`src/design/dpsp_pkg.sv`:
```
package dpsp_pkg;

   typedef enum logic [3:0] {
      PH_OPEN       = 4'd0,
      PH_NAME_START = 4'd1,
      PH_NAME       = 4'd2,
      PH_TEXT       = 4'd3,
      PH_SIZE_FIRST = 4'd4,
      PH_SIZE_MORE  = 4'd5,
      PH_SIZE_COLON = 4'd6,
      PH_BIN_DATA   = 4'd7,
      PH_BIN_SEMI   = 4'd8,
      PH_DONE       = 4'd9,
      PH_FAILED     = 4'd10
   } phase_type;

   typedef enum logic [3:0] {
      KIND_NONE        = 4'd0,
      KIND_NAME_BYTE   = 4'd1,
      KIND_NAME_SIMPLE = 4'd2,
      KIND_NAME_BINARY = 4'd3,
      KIND_TEXT_BYTE   = 4'd4,
      KIND_BIN_BYTE    = 4'd5,
      KIND_PROP_DONE   = 4'd6,
      KIND_DICT_DONE   = 4'd7,
      KIND_ERROR       = 4'd8
   } kind_type;

   typedef enum logic [3:0] {
      ERR_NONE           = 4'd0,
      ERR_EOI_OPEN       = 4'd1,
      ERR_NOT_OPEN       = 4'd2,
      ERR_EOI_NAME_START = 4'd3,
      ERR_EMPTY_NAME     = 4'd4,
      ERR_EOI_NAME       = 4'd5,
      ERR_EOI_TEXT       = 4'd6,
      ERR_EOI_SIZE       = 4'd7,
      ERR_BAD_SIZE       = 4'd8,
      ERR_EOI_SIZE_COLON = 4'd9,
      ERR_NOT_SIZE_COLON = 4'd10,
      ERR_EOI_BIN_DATA   = 4'd11,
      ERR_EOI_BIN_SEMI   = 4'd12,
      ERR_NOT_BIN_SEMI   = 4'd13
   } err_type;

   localparam logic [7:0] CH_LBRACE = 8'h7B;
   localparam logic [7:0] CH_RBRACE = 8'h7D;
   localparam logic [7:0] CH_COLON  = 8'h3A;
   localparam logic [7:0] CH_LPAREN = 8'h28;
   localparam logic [7:0] CH_RPAREN = 8'h29;
   localparam logic [7:0] CH_SEMI   = 8'h3B;
   localparam logic [7:0] CH_ZERO   = 8'h30;
   localparam logic [7:0] CH_NINE   = 8'h39;

   // One registered stream item on its way from the input stage to the parser.
   typedef struct packed {
      logic       valid;
      logic [7:0] data;
      logic       eoi;
   } stage_type;

endpackage

```
`src/design/dpsp_in_reg.sv`:
```
module dpsp_in_reg (
   input  logic                clock,
   input  logic                reset,
   input  logic                req_valid,
   output logic                req_stall,
   input  logic [7:0]          req_in_byte,
   input  logic                req_end_of_input,
   input  logic                take,
   output dpsp_pkg::stage_type stage
);
   import dpsp_pkg::*;

   logic       valid_ff, valid_in;
   logic [7:0] data_ff;
   logic       eoi_ff;

   // The register frees up in the same cycle the parser takes its transaction.
   assign req_stall = valid_ff && !take;

   always_comb begin
      valid_in = valid_ff;
      if (!req_stall) begin
         valid_in = req_valid;
      end
   end

   always_ff @(posedge clock) begin
      if (reset) begin
         valid_ff <= 1'b0;
      end else begin
         valid_ff <= valid_in;
      end
   end

   always_ff @(posedge clock) begin
      if (!req_stall && req_valid) begin
         data_ff <= req_in_byte;
         eoi_ff  <= req_end_of_input;
      end
   end

   assign stage.valid = valid_ff;
   assign stage.data  = data_ff;
   assign stage.eoi   = eoi_ff;

endmodule

```
`src/design/dpsp_core.sv`:
```
module dpsp_core #(
   parameter int SIZE_BITS = 64
) (
   input  logic                clock,
   input  logic                reset,
   input  dpsp_pkg::stage_type stage,
   output logic                take,
   output logic                rsp_valid,
   input  logic                rsp_stall,
   output logic [3:0]          rsp_kind,
   output logic [7:0]          rsp_out_byte,
   output logic [3:0]          rsp_error_code
);
   import dpsp_pkg::*;

   localparam int PROD_BITS = SIZE_BITS + 4;

   phase_type            phase_ff, phase_in;
   logic [SIZE_BITS-1:0] left_ff, left_in;
   err_type              hold_ff, hold_in;
   logic                 valid_ff, valid_in;
   kind_type             kind_ff, kind_in;
   logic [7:0]           byte_ff, byte_in;
   err_type              code_ff, code_in;

   logic                 fail;
   err_type              fail_code;
   logic [PROD_BITS-1:0] prod;
   logic [SIZE_BITS-1:0] left_dec;
   logic [7:0]           c;

   assign take = stage.valid && (!valid_ff || !rsp_stall);
   assign c    = stage.data;

   // Size times ten plus the digit; any carry above the size width saturates.
   assign prod = ({4'b0, left_ff} << 3) + ({4'b0, left_ff} << 1)
               + {{(PROD_BITS-4){1'b0}}, 4'(c - CH_ZERO)};
   assign left_dec = (left_ff != '0) ? left_ff - 1'b1 : '0;

   always_comb begin
      phase_in  = phase_ff;
      left_in   = left_ff;
      hold_in   = hold_ff;
      kind_in   = KIND_NONE;
      byte_in   = 8'h00;
      code_in   = ERR_NONE;
      fail      = 1'b0;
      fail_code = ERR_NONE;
      case (phase_ff)
         PH_OPEN: begin
            if (stage.eoi) begin
               fail = 1'b1; fail_code = ERR_EOI_OPEN;
            end else if (c != CH_LBRACE) begin
               fail = 1'b1; fail_code = ERR_NOT_OPEN;
            end else begin
               phase_in = PH_NAME_START;
            end
         end
         PH_NAME_START: begin
            if (stage.eoi) begin
               fail = 1'b1; fail_code = ERR_EOI_NAME_START;
            end else if (c == CH_RBRACE) begin
               phase_in = PH_DONE;
               kind_in  = KIND_DICT_DONE;
            end else if (c inside {CH_COLON, CH_LPAREN}) begin
               fail = 1'b1; fail_code = ERR_EMPTY_NAME;
            end else begin
               phase_in = PH_NAME;
               kind_in  = KIND_NAME_BYTE;
               byte_in  = c;
            end
         end
         PH_NAME: begin
            if (stage.eoi) begin
               fail = 1'b1; fail_code = ERR_EOI_NAME;
            end else if (c == CH_COLON) begin
               phase_in = PH_TEXT;
               kind_in  = KIND_NAME_SIMPLE;
            end else if (c == CH_LPAREN) begin
               phase_in = PH_SIZE_FIRST;
               left_in  = '0;
               kind_in  = KIND_NAME_BINARY;
            end else begin
               kind_in = KIND_NAME_BYTE;
               byte_in = c;
            end
         end
         PH_TEXT: begin
            if (stage.eoi) begin
               fail = 1'b1; fail_code = ERR_EOI_TEXT;
            end else if (c == CH_SEMI) begin
               phase_in = PH_NAME_START;
               kind_in  = KIND_PROP_DONE;
            end else begin
               kind_in = KIND_TEXT_BYTE;
               byte_in = c;
            end
         end
         PH_SIZE_FIRST, PH_SIZE_MORE: begin
            if (stage.eoi) begin
               fail = 1'b1; fail_code = ERR_EOI_SIZE;
            end else if (c == CH_RPAREN && phase_ff == PH_SIZE_MORE) begin
               phase_in = PH_SIZE_COLON;
            end else if (!(c inside {[CH_ZERO:CH_NINE]})) begin
               fail = 1'b1; fail_code = ERR_BAD_SIZE;
            end else begin
               phase_in = PH_SIZE_MORE;
               if (prod[PROD_BITS-1:SIZE_BITS] != 4'h0) begin
                  left_in = '1;
               end else begin
                  left_in = prod[SIZE_BITS-1:0];
               end
            end
         end
         PH_SIZE_COLON: begin
            if (stage.eoi) begin
               fail = 1'b1; fail_code = ERR_EOI_SIZE_COLON;
            end else if (c != CH_COLON) begin
               fail = 1'b1; fail_code = ERR_NOT_SIZE_COLON;
            end else begin
               phase_in = (left_ff == '0) ? PH_BIN_SEMI : PH_BIN_DATA;
            end
         end
         PH_BIN_DATA: begin
            if (stage.eoi) begin
               fail = 1'b1; fail_code = ERR_EOI_BIN_DATA;
            end else begin
               left_in = left_dec;
               if (left_dec == '0) begin
                  phase_in = PH_BIN_SEMI;
               end
               kind_in = KIND_BIN_BYTE;
               byte_in = c;
            end
         end
         PH_BIN_SEMI: begin
            if (stage.eoi) begin
               fail = 1'b1; fail_code = ERR_EOI_BIN_SEMI;
            end else if (c != CH_SEMI) begin
               fail = 1'b1; fail_code = ERR_NOT_BIN_SEMI;
            end else begin
               phase_in = PH_NAME_START;
               kind_in  = KIND_PROP_DONE;
            end
         end
         PH_DONE: begin
            kind_in = KIND_NONE;
         end
         default: begin
            // Errors are sticky: repeat the held code for every transaction.
            phase_in = PH_FAILED;
            kind_in  = KIND_ERROR;
            code_in  = hold_ff;
         end
      endcase
      if (fail) begin
         phase_in = PH_FAILED;
         hold_in  = fail_code;
         kind_in  = KIND_ERROR;
         code_in  = fail_code;
         byte_in  = 8'h00;
      end
   end

   always_comb begin
      valid_in = valid_ff;
      if (take) begin
         valid_in = 1'b1;
      end else if (!rsp_stall) begin
         valid_in = 1'b0;
      end
   end

   always_ff @(posedge clock) begin
      if (reset) begin
         phase_ff <= PH_OPEN;
         left_ff  <= '0;
         hold_ff  <= ERR_NONE;
         valid_ff <= 1'b0;
      end else begin
         valid_ff <= valid_in;
         if (take) begin
            phase_ff <= phase_in;
            left_ff  <= left_in;
            hold_ff  <= hold_in;
         end
      end
   end

   always_ff @(posedge clock) begin
      if (take) begin
         kind_ff <= kind_in;
         byte_ff <= byte_in;
         code_ff <= code_in;
      end
   end

   assign rsp_valid      = valid_ff;
   assign rsp_kind       = kind_ff;
   assign rsp_out_byte   = byte_ff;
   assign rsp_error_code = code_ff;

endmodule

```
`src/design/dict_property_stream_parser_top.sv`:
```
// A result passes the input register, which loads at the accepting edge, and the result
// register, which the parse logic loads when the parser takes the transaction; a stall on
// the result side can delay that take.
// Throughput: one byte or end-of-input mark per cycle while the result side does not stall,
// with the parse phase and the size counter updated together for each transaction.
// Reset is synchronous and active high; it returns the parser to waiting for
// the opening brace, clears the size count and the held error, and empties both stages.
module dict_property_stream_parser_top #(
   parameter int SIZE_BITS = 64
) (
   input  logic       clock,
   input  logic       reset,
   input  logic       req_valid,
   output logic       req_stall,
   input  logic [7:0] req_in_byte,
   input  logic       req_end_of_input,
   output logic       rsp_valid,
   input  logic       rsp_stall,
   output logic [3:0] rsp_kind,
   output logic [7:0] rsp_out_byte,
   output logic [3:0] rsp_error_code
);
   import dpsp_pkg::*;

   stage_type stage;
   logic      take;

   dpsp_in_reg u_in_reg (
      .clock            (clock),
      .reset            (reset),
      .req_valid        (req_valid),
      .req_stall        (req_stall),
      .req_in_byte      (req_in_byte),
      .req_end_of_input (req_end_of_input),
      .take             (take),
      .stage            (stage)
   );

   dpsp_core #(
      .SIZE_BITS (SIZE_BITS)
   ) u_core (
      .clock          (clock),
      .reset          (reset),
      .stage          (stage),
      .take           (take),
      .rsp_valid      (rsp_valid),
      .rsp_stall      (rsp_stall),
      .rsp_kind       (rsp_kind),
      .rsp_out_byte   (rsp_out_byte),
      .rsp_error_code (rsp_error_code)
   );

endmodule

```
`config.mk`:
```
export PLATFORM = sky130hd
export DESIGN_NAME = dict_property_stream_parser_top
export DESIGN_NICKNAME = d
export VERILOG_FILES = /design/src/design/dpsp_pkg.sv /design/src/design/dpsp_in_reg.sv /design/src/design/dpsp_core.sv /design/src/design/dict_property_stream_parser_top.sv
export SDC_FILE = /design/constraint.sdc
export NUM_CORES = 1
export LEC_CHECK = 0
export ABC_CLOCK_PERIOD_IN_PS = 12000
export BUFFER_PORTS_ARGS = -buffer_cell sky130_fd_sc_hd__buf_4
export CORE_MARGIN = 2
export CORE_UTILIZATION = 41
export CTS_BUF_LIST = sky130_fd_sc_hd__clkbuf_4 sky130_fd_sc_hd__clkbuf_8
export DETAILED_ROUTE_END_ITERATION = 12
export GPL_ROUTABILITY_DRIVEN = 0
export PLACE_DENSITY_LB_ADDON = 0.3
export SYNTH_ARGS = -nofsm -noshare
export SYNTH_HDL_FRONTEND = slang
export SYNTH_SLANG_ARGS = --single-unit
```
`constraint.sdc`:
```
create_clock -name clock -period 12 [get_ports clock]
set_clock_uncertainty 0.2 [all_clocks]
set_input_delay 1.2 -clock clock [delete_from_list [all_inputs] [get_ports clock]]
set_output_delay 1.2 -clock clock [all_outputs]
set_load 0.02 [all_outputs]
```
# Yosys cells after proc, flatten, opt, wreduce, memory -nomap -nowiden
# Cells that the tools add are included.
# Widths: inputs -> output; s select.
# word_totals
regBits	99
latch_bits	0
mem_bits_rw	0
romBits	0
in_bits	13
elab_cells	170
mem_count	0
# op_classes
n_addsub	4
mul	0
n_div	0
n_lt_le_gt_ge	2
eq_ne	42
shifts	0
mux	88
bitwise_logic	0
reduce_logical	24
# op_table
op	count
$mux 64	9
$pmux 64 s3	1
$mux 4	40
$logic_not 64->1	2
$mux 8	9
$add 67x65->68	1
$add 68x4->68	1
$reduce_bool 64->1	1
$sub 64x1->64 const B	1
$pmux 4 s9	1
$ne 3x2->1 const B	11
$eq 8x6->1 const B	4
$pmux 4 s8	1
$pmux 8 s4	1
$pmux 4 s6	1
$reduce_and 18->1	1
$eq 4x3->1 const B	4
$mux 1	16
$ne 8x6->1 const B	2
$mux 3	5
$ne 2x2->1 const B	5
$reduce_or 10->1	1
$reduce_and 9->1	1
$eq 4x2->1 const B	2
other kinds (24)	39

# Longest topological paths before layout
# Gate-level depths: netlist of run 1.
# depth
ltp_word	8
ltp_mapped	17
depth_no_buf	14

# Cells and area by module
# Synthesis of run 1 repeated with hierarchy kept, for this count alone.
# hier_totals
cells_unflattened	1507
hier_area_um2	11572.3
# by_module_without_submodules
mod	n_inst	cells_per_inst	area_per_inst_um2	seq_area_each_um2
dpsp_core	1	1492	11237.0	1941.9
dpsp_in_reg	1	15	335.3	290.3

# Worst setup path before layout of run 1
# OpenSTA, ideal clock, no wires.
# synth_path
path_type	reg2reg
start	register u_core.left_ff[2]
end	register u_core.left_ff[23]
setup_time_ps	142
t_arrival_ps	3882
required_time_ps	11658
slack_ps	7775
path_stages_with_launch	18
path_buffers	3
synth_period_minus_slack_ps	4225
cell_sequence	dfxtp_1 -> buf_2 -> inv_1 -> fa_1 -> inv_1 -> fa_1 -> a211oi_1 -> o211ai_1 -> a211oi_1 -> nor4b_1 -> o2111ai_1 -> a211oi_1 -> xnor2_1 -> o2111ai_1 -> clkbuf_1 -> nor2_1 -> clkbuf_1 -> a311oi_1
# synth_between
elab_chain_len	8
# synth_rtl
item	line	text
from (decl)	dpsp_core.sv:19	logic [SIZE_BITS-1:0] left_ff, left_in;
from (signal assigned)	dpsp_core.sv:184	left_ff <= left_in;
$add 67x65->68	dpsp_core.sv:36	assign prod = ({4'b0, left_ff} << 3) + ({4'b0, left_ff} << 1)
$add 68x4->68	dpsp_core.sv:37	+ {{(PROD_BITS-4){1'b0}}, 4'(c - CH_ZERO)};
$reduce_bool 4->1	dpsp_core.sv:108	if (prod[PROD_BITS-1:SIZE_BITS] != 4'h0) begin
$mux 64	dpsp_core.sv:108	
$mux 64	dpsp_core.sv:104	end else if (!(c inside {[CH_ZERO:CH_NINE]})) begin
$mux 64	dpsp_core.sv:102	end else if (c == CH_RPAREN && phase_ff == PH_SIZE_MORE) begin
$mux 64	dpsp_core.sv:100	if (stage.eoi) begin
$pmux 64 s3 *	dpsp_core.sv:49	case (phase_ff)
# Mark *: on every way between the ends. The rest lies on a longest branch, timed or not. The select of a mux whose other input is x is not followed.
# A chain may end at the register's enable or synchronous reset.

# Worst setup path after layout of run 1
# Same ends and word-level chain as after synthesis.

==> results of run 1 <==
[cell families (layout without fill, tap and decap cells)]
logic type               Yosys count  after routing  synth area share [%]
XOR/XNOR                          93             93                 6.920
AND/OR/NAND/NOR                  599            599                 26.19
AO/OA/AOI/OAI                    532            532                 28.91
multiplexers                       9              9                0.7760
flip-flops                        99             99                 18.96
adder cells (fa/ha/maj)          130            130                 13.95
buffers and inverters            127             86                 4.294
[worst max path at each step]
stage | startpoint | endpoint | slack [ns] | cells past startpoint
after global placement | u_core.left_ff[2] | u_core.left_ff[23] | 6.48 | 16
after floorplan | u_core.left_ff[2] | u_core.left_ff[23] | 7.78 | 17
after global routing | u_core.left_ff[2] | u_core.left_ff[23] | 5.96 | 16
after CTS | u_core.left_ff[2] | u_core.left_ff[23] | 6.29 | 16
final | u_core.left_ff[2] | u_core.left_ff[23] | 6.28 | 16
after detailed placement | u_core.left_ff[2] | u_core.left_ff[23] | 6.32 | 16
[flip-flops by register name (all words and copies together) (netlist names)]
register / count
u_core.hold_ff: 4
u_in_reg.valid_ff: 1
u_core.phase_ff: 4
u_core.rsp_valid: 1
u_core.rsp_out_byte: 8
u_core.left_ff: 64
u_in_reg.data_ff: 8
u_in_reg.eoi_ff: 1
u_core.rsp_error_code: 4
u_core.rsp_kind: 4
[where the power goes]
group	leakage (nW)	switching [mW]	internal, mW
Clock	0.107	0.136	0.100
Sequential	0.838	0.0260	0.357
Combinational	4.26	0.106	0.0693
Total	5.21	0.268	0.527
[worst register-to-register path: stages, from the launching register on]
cell       delay, ns
dfxtp_1         0.51
inv_1           0.12
fa_1            0.49
inv_1           0.06
fa_1            0.49
a211oi_1        0.35
o211ai_1        0.22
a211oi_1        0.52
nor4b_1         0.19
o2111ai_1       0.42
a211oi_1        0.16
xnor2_1         0.20
o2111ai_2       0.13
buf_4           0.27
nor2_1          0.80
buf_4           0.33
a311oi_1        0.10
[routing by layer]
metal  up-vias  GRT usage (%)  part of all wire [%]
met4         0          9.993                   3.6
met2       649          39.92                    43
li1       5956              -                     -
met5         -              0                     0
met1      5884          37.81                    45
met3        94          2.654                   8.2
[metrics by stage]
stage | cell area [sq um] | cells | setup WS [ns]
3_5_place_dp | 12180 | 1916 | 6.323
3_3_place_gp | 12180 | 1916 | 6.484
2_1_floorplan | 11770 | 1589 | 7.775
6_report | 12380 | 1932 | 6.284
5_1_grt | 12380 | 1932 | 5.957
4_1_cts | 12380 | 1932 | 6.288
[area by class of cell]
| cell class | count | area, sq um | share of cell area [%] |
|---|---|---|---|
| well taps | 384 | 480.5 | 3.880 |
| clock inverters | 7 | 78.83 | 0.6366 |
| multi-input cells | 1363 | 9054 | 73.12 |
| inverters | 30 | 112.6 | 0.9095 |
| repair buffers | 40 | 300.3 | 2.425 |
| clock buffers | 9 | 123.9 | 1.000 |
| flip-flops and latches | 99 | 2232 | 18.03 |
[layout by cell type, fill, tap and decap left out, types with 18 or more instances in the layout]
cell      Yosys  final
a21oi_1     166    166
nor2_1      144    143
nand2_1     129    129
ha_1        128    128
o21ai_0     123    123
dfxtp_1      74     74
xnor2_1      58     58
nor3_1       53     52
buf_4         0     40
nand3_1      39     39
nor4_1       38     38
xor2_1       35     35
or3_1        35     35
a211oi_1     35     35
nand4_1      34     34
inv_1        30     30
edfxtp_1     25     25
a21o_1       23     23
a31oi_1      20     20
o211ai_1     18     18
==> summary.txt, run 1 <==
slew margin rel.: 12.12%
syn_area_per_cell: 7.408 sq um
worst skew pair latency: 0.41 ns
hold path cells: 2
part of the cycle the worst path needs: 47.63%
first-pass iteration count of the detailed router: 5
Num CTS Buffers: 9
Tot GR Track Use: 26.13%
depth of the CTS H-tree: 3
clk buf depth: 2
# setup viols final: 0
CP delay by family, top: compound AO/OA/AOI/OAI gates
I/O Buffers: 30
status: complete, no violations
nets@finish: 1686
setup_tns: 0 ns
layout filler cell count: 2909
first-pass GRT wire length: 63780 microns
Post-synth EDFFs: 25
Synth area leaders: ha_1 14%, dfxtp_1 13%, a21oi_1 7.1%
Cell Chain, Critical Path: inv_1 > fa_1 > inv_1 > fa_1 > a211oi_1 > o211ai_1 > a211oi_1 > nor4b_1 > o2111ai_1 > a211oi_1 > xnor2_1 > o2111ai_2 > buf_4 > nor2_1 > buf_4 > a311oi_1
clock sinks: 99
Mapped Area: 0.01177 sq mm
total gr overflow: 0
syn nets: 1732
# diodes: 0
IO Pins: 31
Routed WL: 40350 microns
Pwr Total: 0.7947 mW
die area: 0.03008 sq mm
Reg2Reg Depth: 16
Critical Path Source Type: flop
Clock transition at path regs: 0.11 ns
hpwl dp: 30500 microns
Buf/Inv on CP: 4
critical path class: flop to flop
end-of-flow core utilization: 43.49%
row count: 62
Area growth syn-to-layout: 5.187%
Worst R2R Start: u_core.left_ff[2]
post-CTS sizing: 0
root buf cell: clkbuf_8
Max VDD drop: 0.06554 mV
synth warn: 0
share of cells above drive strength 1: 6.137%
RSZ-0062 raised after global routing: no
endpoints failing hold: 0
routed len/inst: 20.88 microns
Slew Viols, Final: 0
critical path endpoint category: flop
CP most frequent cell: a211oi_1
routed vias/inst: 6.513
die height: 173.4 microns
slowest CP cell: nor2_1
actual slew at the worst max-slew pin: 1.311 ns
worst min-delay path startpoint: u_in_reg.valid_ff
Yosys reg bits: 99
hold buffers post-CTS: 0
Synth area leader: ha_1
Async SR Flop Fraction: 0%
vias: 12580
ys flop type: dfxtp_1
Hold Crit Class: flop to flop
Seq/Total Area, Yosys: 18.96%
WHS Endpoint: u_core.rsp_valid
DRC viols: 0
CTS tree: yes
initial antenna violation count: 0
Starting Density: 41.35%
PwrDens: 64.18 mW/mm^2
synth cell count leaders: 166 x a21oi_1, 144 x nor2_1, 129 x nand2_1
crit path max fanout: 33
WHS: 0.3015 ns
WP data required: 12.07 ns
core area: 0.02847 sq mm
setup bufs post-CTS: 0
synth unique cells: 80
Max Fclk: 175.0 MHz
top cell type's share of synthesized area: 13.61%
largest net degree at the start of global routing: 62
r2r endpoint: u_core.left_ff[23]
count leader, synth: a21oi_1
Die X: 173.4 microns
minimum clock period: 5.716 ns
Arrival @ worst endpoint: 5.78 ns
R2R Setup Slk: 6.28 ns
CP peak stage delay: 0.79 ns
vias in the first global route: 11330
Synth Instances: 1589
initial DRC count: 1613
Max-cap violations: 0
antenna-violating nets left: 0
leak pwr: 5.206 nW
Power figures use the tool's default switching activity.
==> run 2: changes to the inputs <==
--- a/config.mk
+++ b/config.mk
@@ -5,7 +5,7 @@
 export SDC_FILE = /design/constraint.sdc
 export NUM_CORES = 1
 export LEC_CHECK = 0
-export ABC_CLOCK_PERIOD_IN_PS = 12000
+export ABC_CLOCK_PERIOD_IN_PS = 4880
 export BUFFER_PORTS_ARGS = -buffer_cell sky130_fd_sc_hd__buf_4
 export CORE_MARGIN = 2
 export CORE_UTILIZATION = 41
==> constraint.sdc (replaced) <==
create_clock -name clock -period 4.88 [get_ports clock]
set_clock_uncertainty 0.2 [all_clocks]
set_input_delay 0.488 -clock clock [delete_from_list [all_inputs] [get_ports clock]]
set_output_delay 0.488 -clock clock [all_outputs]
set_load 0.02 [all_outputs]
==> summary.txt, run 2 (synthesized netlist as in run 1, its figures left out) <==
status: complete, no violations
Arrival @ worst endpoint: 4.73 ns
slowest CP cell: fa_1
WHS Endpoint: u_in_reg.data_ff[2]
Die X: 173.4 microns
share of cells above drive strength 1: 9.154%
Clock transition at path regs: 0.11 ns
PwrDens: 157.2 mW/mm^2
Max Fclk: 216.0 MHz
multi-input combinational cell area: 0.009074 sq mm
initial antenna violation count: 0
most common cell after layout, fill and taps aside: a21oi_1
largest net degree at the start of global routing: 57
Biggest register: u_core.left_ff
vias: 12870
Critical Path Source Type: flop
Tot GR Track Use: 26.63%
met2 wire length: 18010 microns
critical path class: flop to flop
Routed WL: 41110 microns
Design Area, Final: 0.01279 sq mm
IO Pins: 31
Sw Share: 32.13%
R2R Setup Slk: 0.25 ns
row count: 62
uppermost routed layer: met4
minimum clock period: 4.629 ns
WHS: 0.05527 ns
leak pwr: 5.445 nW
actual slew at the worst max-slew pin: 0.9635 ns
Starting Density: 41.35%
dpl ws: 0.04574 ns
commonest non-fill, non-tap cells in the layout: 165 x a21oi_1, 143 x nor2_1, 129 x nand2_1
part of the cycle the worst path needs: 94.85%
routed len/inst: 20.77 microns
Area after DPL: 0.01253 sq mm
initial DRC count: 1735
Reg2Reg Depth: 16
layout filler cell count: 2868
worst skew pair latency: 0.40 ns
critical path endpoint category: flop
CP peak stage delay: 0.54 ns
Cell Chain, Critical Path: inv_1 > fa_1 > inv_1 > fa_1 > a21oi_2 > o221ai_1 > o211ai_1 > buf_4 > a311o_1 > a21oi_1 > or3_1 > a21oi_1 > o2111ai_2 > buf_12 > o31a_1 > o221a_2
antenna-violating nets left: 0
worst min-delay path startpoint: req_in_byte[2]
Hold Crit Class: input pin to flop
nets@finish: 1733
die height: 173.4 microns
clock sinks: 99
Num CTS Buffers: 9
# setup viols final: 0
vias in the first global route: 11670
Area growth syn-to-layout: 8.641%
endpoints failing hold: 0
crit path max fanout: 33
depth of the CTS H-tree: 3
Pwr Total: 2.011 mW
die area: 0.03008 sq mm
max reg flops: 64
Max-cap violations: 0
Slew Viols, Final: 0
end-of-flow core utilization: 44.92%
clk buf depth: 2
Comb power frac: 24.6%
r2r endpoint: u_core.left_ff[15]
hold path cells: 1
placed cell count: 1961
Max VDD drop: 0.1504 mV
WL met3: 3325 microns
Final WS setup: 0.2513 ns
root buf cell: clkbuf_8
hpwl dp: 31540 microns
routed vias/inst: 6.505
sequential cell fraction of total power: 44.9%
first-pass GRT wire length: 64870 microns
slew margin rel.: 35.69%
Layout Cells excl Fill: 1979
Sequential Area: 0.002232 sq mm
power share of the clock group: 30.5%
met1 wire length: 18210 microns
core area: 0.02847 sq mm
WP data required: 4.98 ns
setup_tns: 0 ns
hold buffers post-CTS: 0
Worst R2R Start: u_in_reg.data_ff[3]
CTS tree: yes
I/O Buffers: 30
total gr overflow: 0
DRC viols: 0
P_sw: 0.6460 mW
first-pass iteration count of the detailed router: 6
cell-internal power: 1.365 mW
# diodes: 0
RSZ-0062 raised after global routing: no
## run 2: area by class of cell
type | instances | area share, %
clock buffer | 10 | 1.027
multi-input combinational | 1363 | 70.95
tap | 384 | 3.757
timing repair buffer | 87 | 5.234
sequential | 99 | 17.45
clock inverter | 6 | 0.6946
inverter | 30 | 0.8805
## run 2: worst max path at each step
stage / from / to / slack (ns) / depth (start not counted)
floorplan: u_core.left_ff[2] / u_core.left_ff[23] / 0.66 / 17
global placement: u_in_reg.data_ff[3] / u_core.left_ff[23] / 0.10 / 17
detailed placement: u_in_reg.data_ff[3] / u_core.left_ff[23] / 0.05 / 17
CTS: u_in_reg.data_ff[3] / u_core.left_ff[23] / 0.003 / 17
global route: u_in_reg.data_ff[3] / u_core.left_ff[5] / 0.006 / 17
finish: u_in_reg.data_ff[3] / u_core.left_ff[15] / 0.25 / 16
## run 2: metal layers
metal / global-route usage [%] / vias to the layer above
met1: 37.35 / 6088
met2: 41.50 / 634
met5: 0 / -
met4: 10.49 / 0
li1: - / 6040
met3: 3.377 / 112
## run 2: critical path: cells and delay by family, from the launching register on
kind	cells	cell delay, ns
simple gates	1	0.32
flops	1	0.42
buf+inv	4	0.54
compound gates	9	1.98
fa+ha+maj	2	1.06
## run 2: repair_timing
action | CTS | global route
endpoints found under the hold margin | 0 | 0
setup buffers | 0 | 2
resized for setup | 0 | 5
endpoints found under the setup margin | 0 | 61
## run 2: power by group through the flow
stage / registers, mW / logic (mW) / clock network, mW
after floorplan: 0.927 / 0.342 / 0
after global placement: 0.921 / 0.479 / 0
after detailed placement: 0.921 / 0.481 / 0
after CTS: 0.903 / 0.484 / 0.621
after global routing: 0.908 / 0.544 / 0.644
final: 0.904 / 0.494 / 0.613
==> run 3: changes to the inputs <==
--- a/config.mk
+++ b/config.mk
@@ -5,7 +5,7 @@
 export SDC_FILE = /design/constraint.sdc
 export NUM_CORES = 1
 export LEC_CHECK = 0
-export ABC_CLOCK_PERIOD_IN_PS = 4880
+export ABC_CLOCK_PERIOD_IN_PS = 4500
 export BUFFER_PORTS_ARGS = -buffer_cell sky130_fd_sc_hd__buf_4
 export CORE_MARGIN = 2
 export CORE_UTILIZATION = 41
@@ -13,6 +13,7 @@
 export DETAILED_ROUTE_END_ITERATION = 12
 export GPL_ROUTABILITY_DRIVEN = 0
 export PLACE_DENSITY_LB_ADDON = 0.3
+export REMOVE_ABC_BUFFERS = 1
 export SYNTH_ARGS = -nofsm -noshare
 export SYNTH_HDL_FRONTEND = slang
 export SYNTH_SLANG_ARGS = --single-unit
==> constraint.sdc (replaced) <==
create_clock -name clock -period 4.5 [get_ports clock]
set_clock_uncertainty 0.2 [all_clocks]
set_input_delay 0.45 -clock clock [delete_from_list [all_inputs] [get_ports clock]]
set_output_delay 0.45 -clock clock [all_outputs]
set_load 0.02 [all_outputs]
==> summary.txt, run 3 (synthesized netlist as in run 1, its figures left out) <==
depth of the CTS H-tree: 3
slew margin rel.: 29.67%
first-pass GRT wire length: 65670 microns
R2R Setup Slk: 0.14 ns
Reg2Reg Depth: 17
hold path cells: 1
Max Fclk: 229.3 MHz
critical path class: flop to flop
actual slew at the worst max-slew pin: 1.054 ns
routed vias/inst: 6.350
core area: 0.02847 sq mm
leak pwr: 5.781 nW
CTS tree: yes
WP data required: 4.59 ns
clock sinks: 99
root buf cell: clkbuf_8
critical path endpoint category: flop
clk buf depth: 2
Clock transition at path regs: 0.12 ns
hpwl dp: 32160 microns
critical path startpoint: u_in_reg.data_ff[2]
worst skew pair latency: 0.41 ns
Hold Crit Class: input pin to flop
CP most frequent cell: buf_4
crit path max fanout: 9
Biggest register: u_core.left_ff
antenna-violating nets left: 0
Arrival @ worst endpoint: 4.45 ns
row count: 62
Final WS setup: 0.1392 ns
initial antenna violation count: 0
slowest CP cell: fa_2
status: complete, no violations
Area growth syn-to-layout: 13.27%
Num CTS Buffers: 9
minimum clock period: 4.361 ns
dpl ws: -0.02594 ns
part of the cycle the worst path needs: 96.91%
DRC viols: 0
endpoints failing hold: 0
total gr overflow: 0
layout filler cell count: 2848
# setup viols final: 0
Critical Path Source Type: flop
Cell Chain, Critical Path: ha_1 > ha_1 > fa_2 > buf_4 > a21oi_4 > o221ai_4 > o211ai_1 > buf_4 > a311o_1 > a21oi_2 > or3_1 > a21oi_2 > o2111ai_2 > buf_6 > buf_4 > a31o_2 > a22o_1
vias in the first global route: 12000
# diodes: 0
vias: 13000
Max VDD drop: 0.1345 mV
initial DRC count: 1606
PwrDens: 157.6 mW/mm^2
Max-cap violations: 0
WHS: 0.008620 ns
first-pass iteration count of the detailed router: 6
IO Pins: 31
commonest non-fill, non-tap cells in the layout: 162 x a21oi_1, 150 x buf_4, 142 x nor2_1
nets@finish: 1802
die area: 0.03008 sq mm
I/O Buffers: 30
most common cell after layout, fill and taps aside: a21oi_1
Pwr Total: 2.101 mW
Worst R2R Start: u_in_reg.data_ff[2]
Slew Viols, Final: 0
Buf/Inv on CP: 4
Die X: 173.4 microns
critical path depth: 17
r2r endpoint: u_core.left_ff[49]
routed len/inst: 20.32 microns
Starting Density: 41.35%
Routed WL: 41610 microns
CP peak stage delay: 0.43 ns
die height: 173.4 microns
max reg flops: 64
share of cells above drive strength 1: 13.28%
largest net degree at the start of global routing: 57
Tot GR Track Use: 26.85%
crit path to: u_core.left_ff[49]
CP delay by family, top: compound AO/OA/AOI/OAI gates
[run 3: changes by cell type in the layout (fill, tap and decap cells not counted), sizes merged]
cell         previous run  this run
buf                    87       153
dlygate4sd3             0         3
bufinv                  2         0
inv                    31        33
clkinv                  1         2
clkinvlp                2         1
[run 3: layout make-up]
class	count	area, sq um	area share [%]
multi-input cells	1363	9128	68.46
well taps	384	480.5	3.604
repair buffers	156	1199	8.990
clock inverters	6	50.05	0.3754
clock buffers	10	131.4	0.9854
flip-flops and latches	99	2232	16.74
inverters	30	112.6	0.8446
[run 3: power breakdown]
| part | internal [mW] | switching (mW) |
|---|---|---|
| Clock | 0.216 | 0.361 |
| Sequential | 0.953 | 0.0197 |
| Combinational | 0.213 | 0.338 |
[run 3: worst min path at each step]
stage          slack, ns               from             endpoint
2_1_floorplan       0.25  u_in_reg.valid_ff     u_core.rsp_valid
3_3_place_gp        0.26  u_in_reg.valid_ff     u_core.rsp_valid
3_5_place_dp        0.28  u_in_reg.valid_ff     u_core.rsp_valid
4_1_cts           0.0002     req_in_byte[0]  u_in_reg.data_ff[0]
5_1_grt           0.0007     req_in_byte[6]  u_in_reg.data_ff[6]
6_report           0.009   req_end_of_input      u_in_reg.eoi_ff
[run 3: routing by layer]
layer | global-route usage (%) | up-vias | share of wire, %
met3 | 3.004 | 99 | 7.1
li1 | - | 6179 | -
met4 | 10.31 | 0 | 3.9
met1 | 36.74 | 6118 | 44
met5 | 0 | - | 0
met2 | 43.40 | 608 | 45
[run 3: timing repair]
action / 4_1_cts / 5_1_grt
endpoints found under the hold margin: 0 / 3
hold buffers: 0 / 3
resized for setup: 2 / 18
pin swaps: 0 / 8
endpoints found under the setup margin: 21 / 62
setup buffers: 0 / 1
[run 3: per-stage QoR]
step | util (%) | std cells | TNS (ns) | cell area [sq um]
2_1_floorplan | - | 1492 | -12.52 | 11380
3_3_place_gp | 45.78 | 2028 | 0 | 13030
3_5_place_dp | 45.78 | 2028 | -0.02645 | 13030
4_1_cts | 46.46 | 2044 | 0 | 13230
5_1_grt | 46.83 | 2048 | -0.1726 | 13330
6_report | 46.83 | 2048 | 0 | 13330
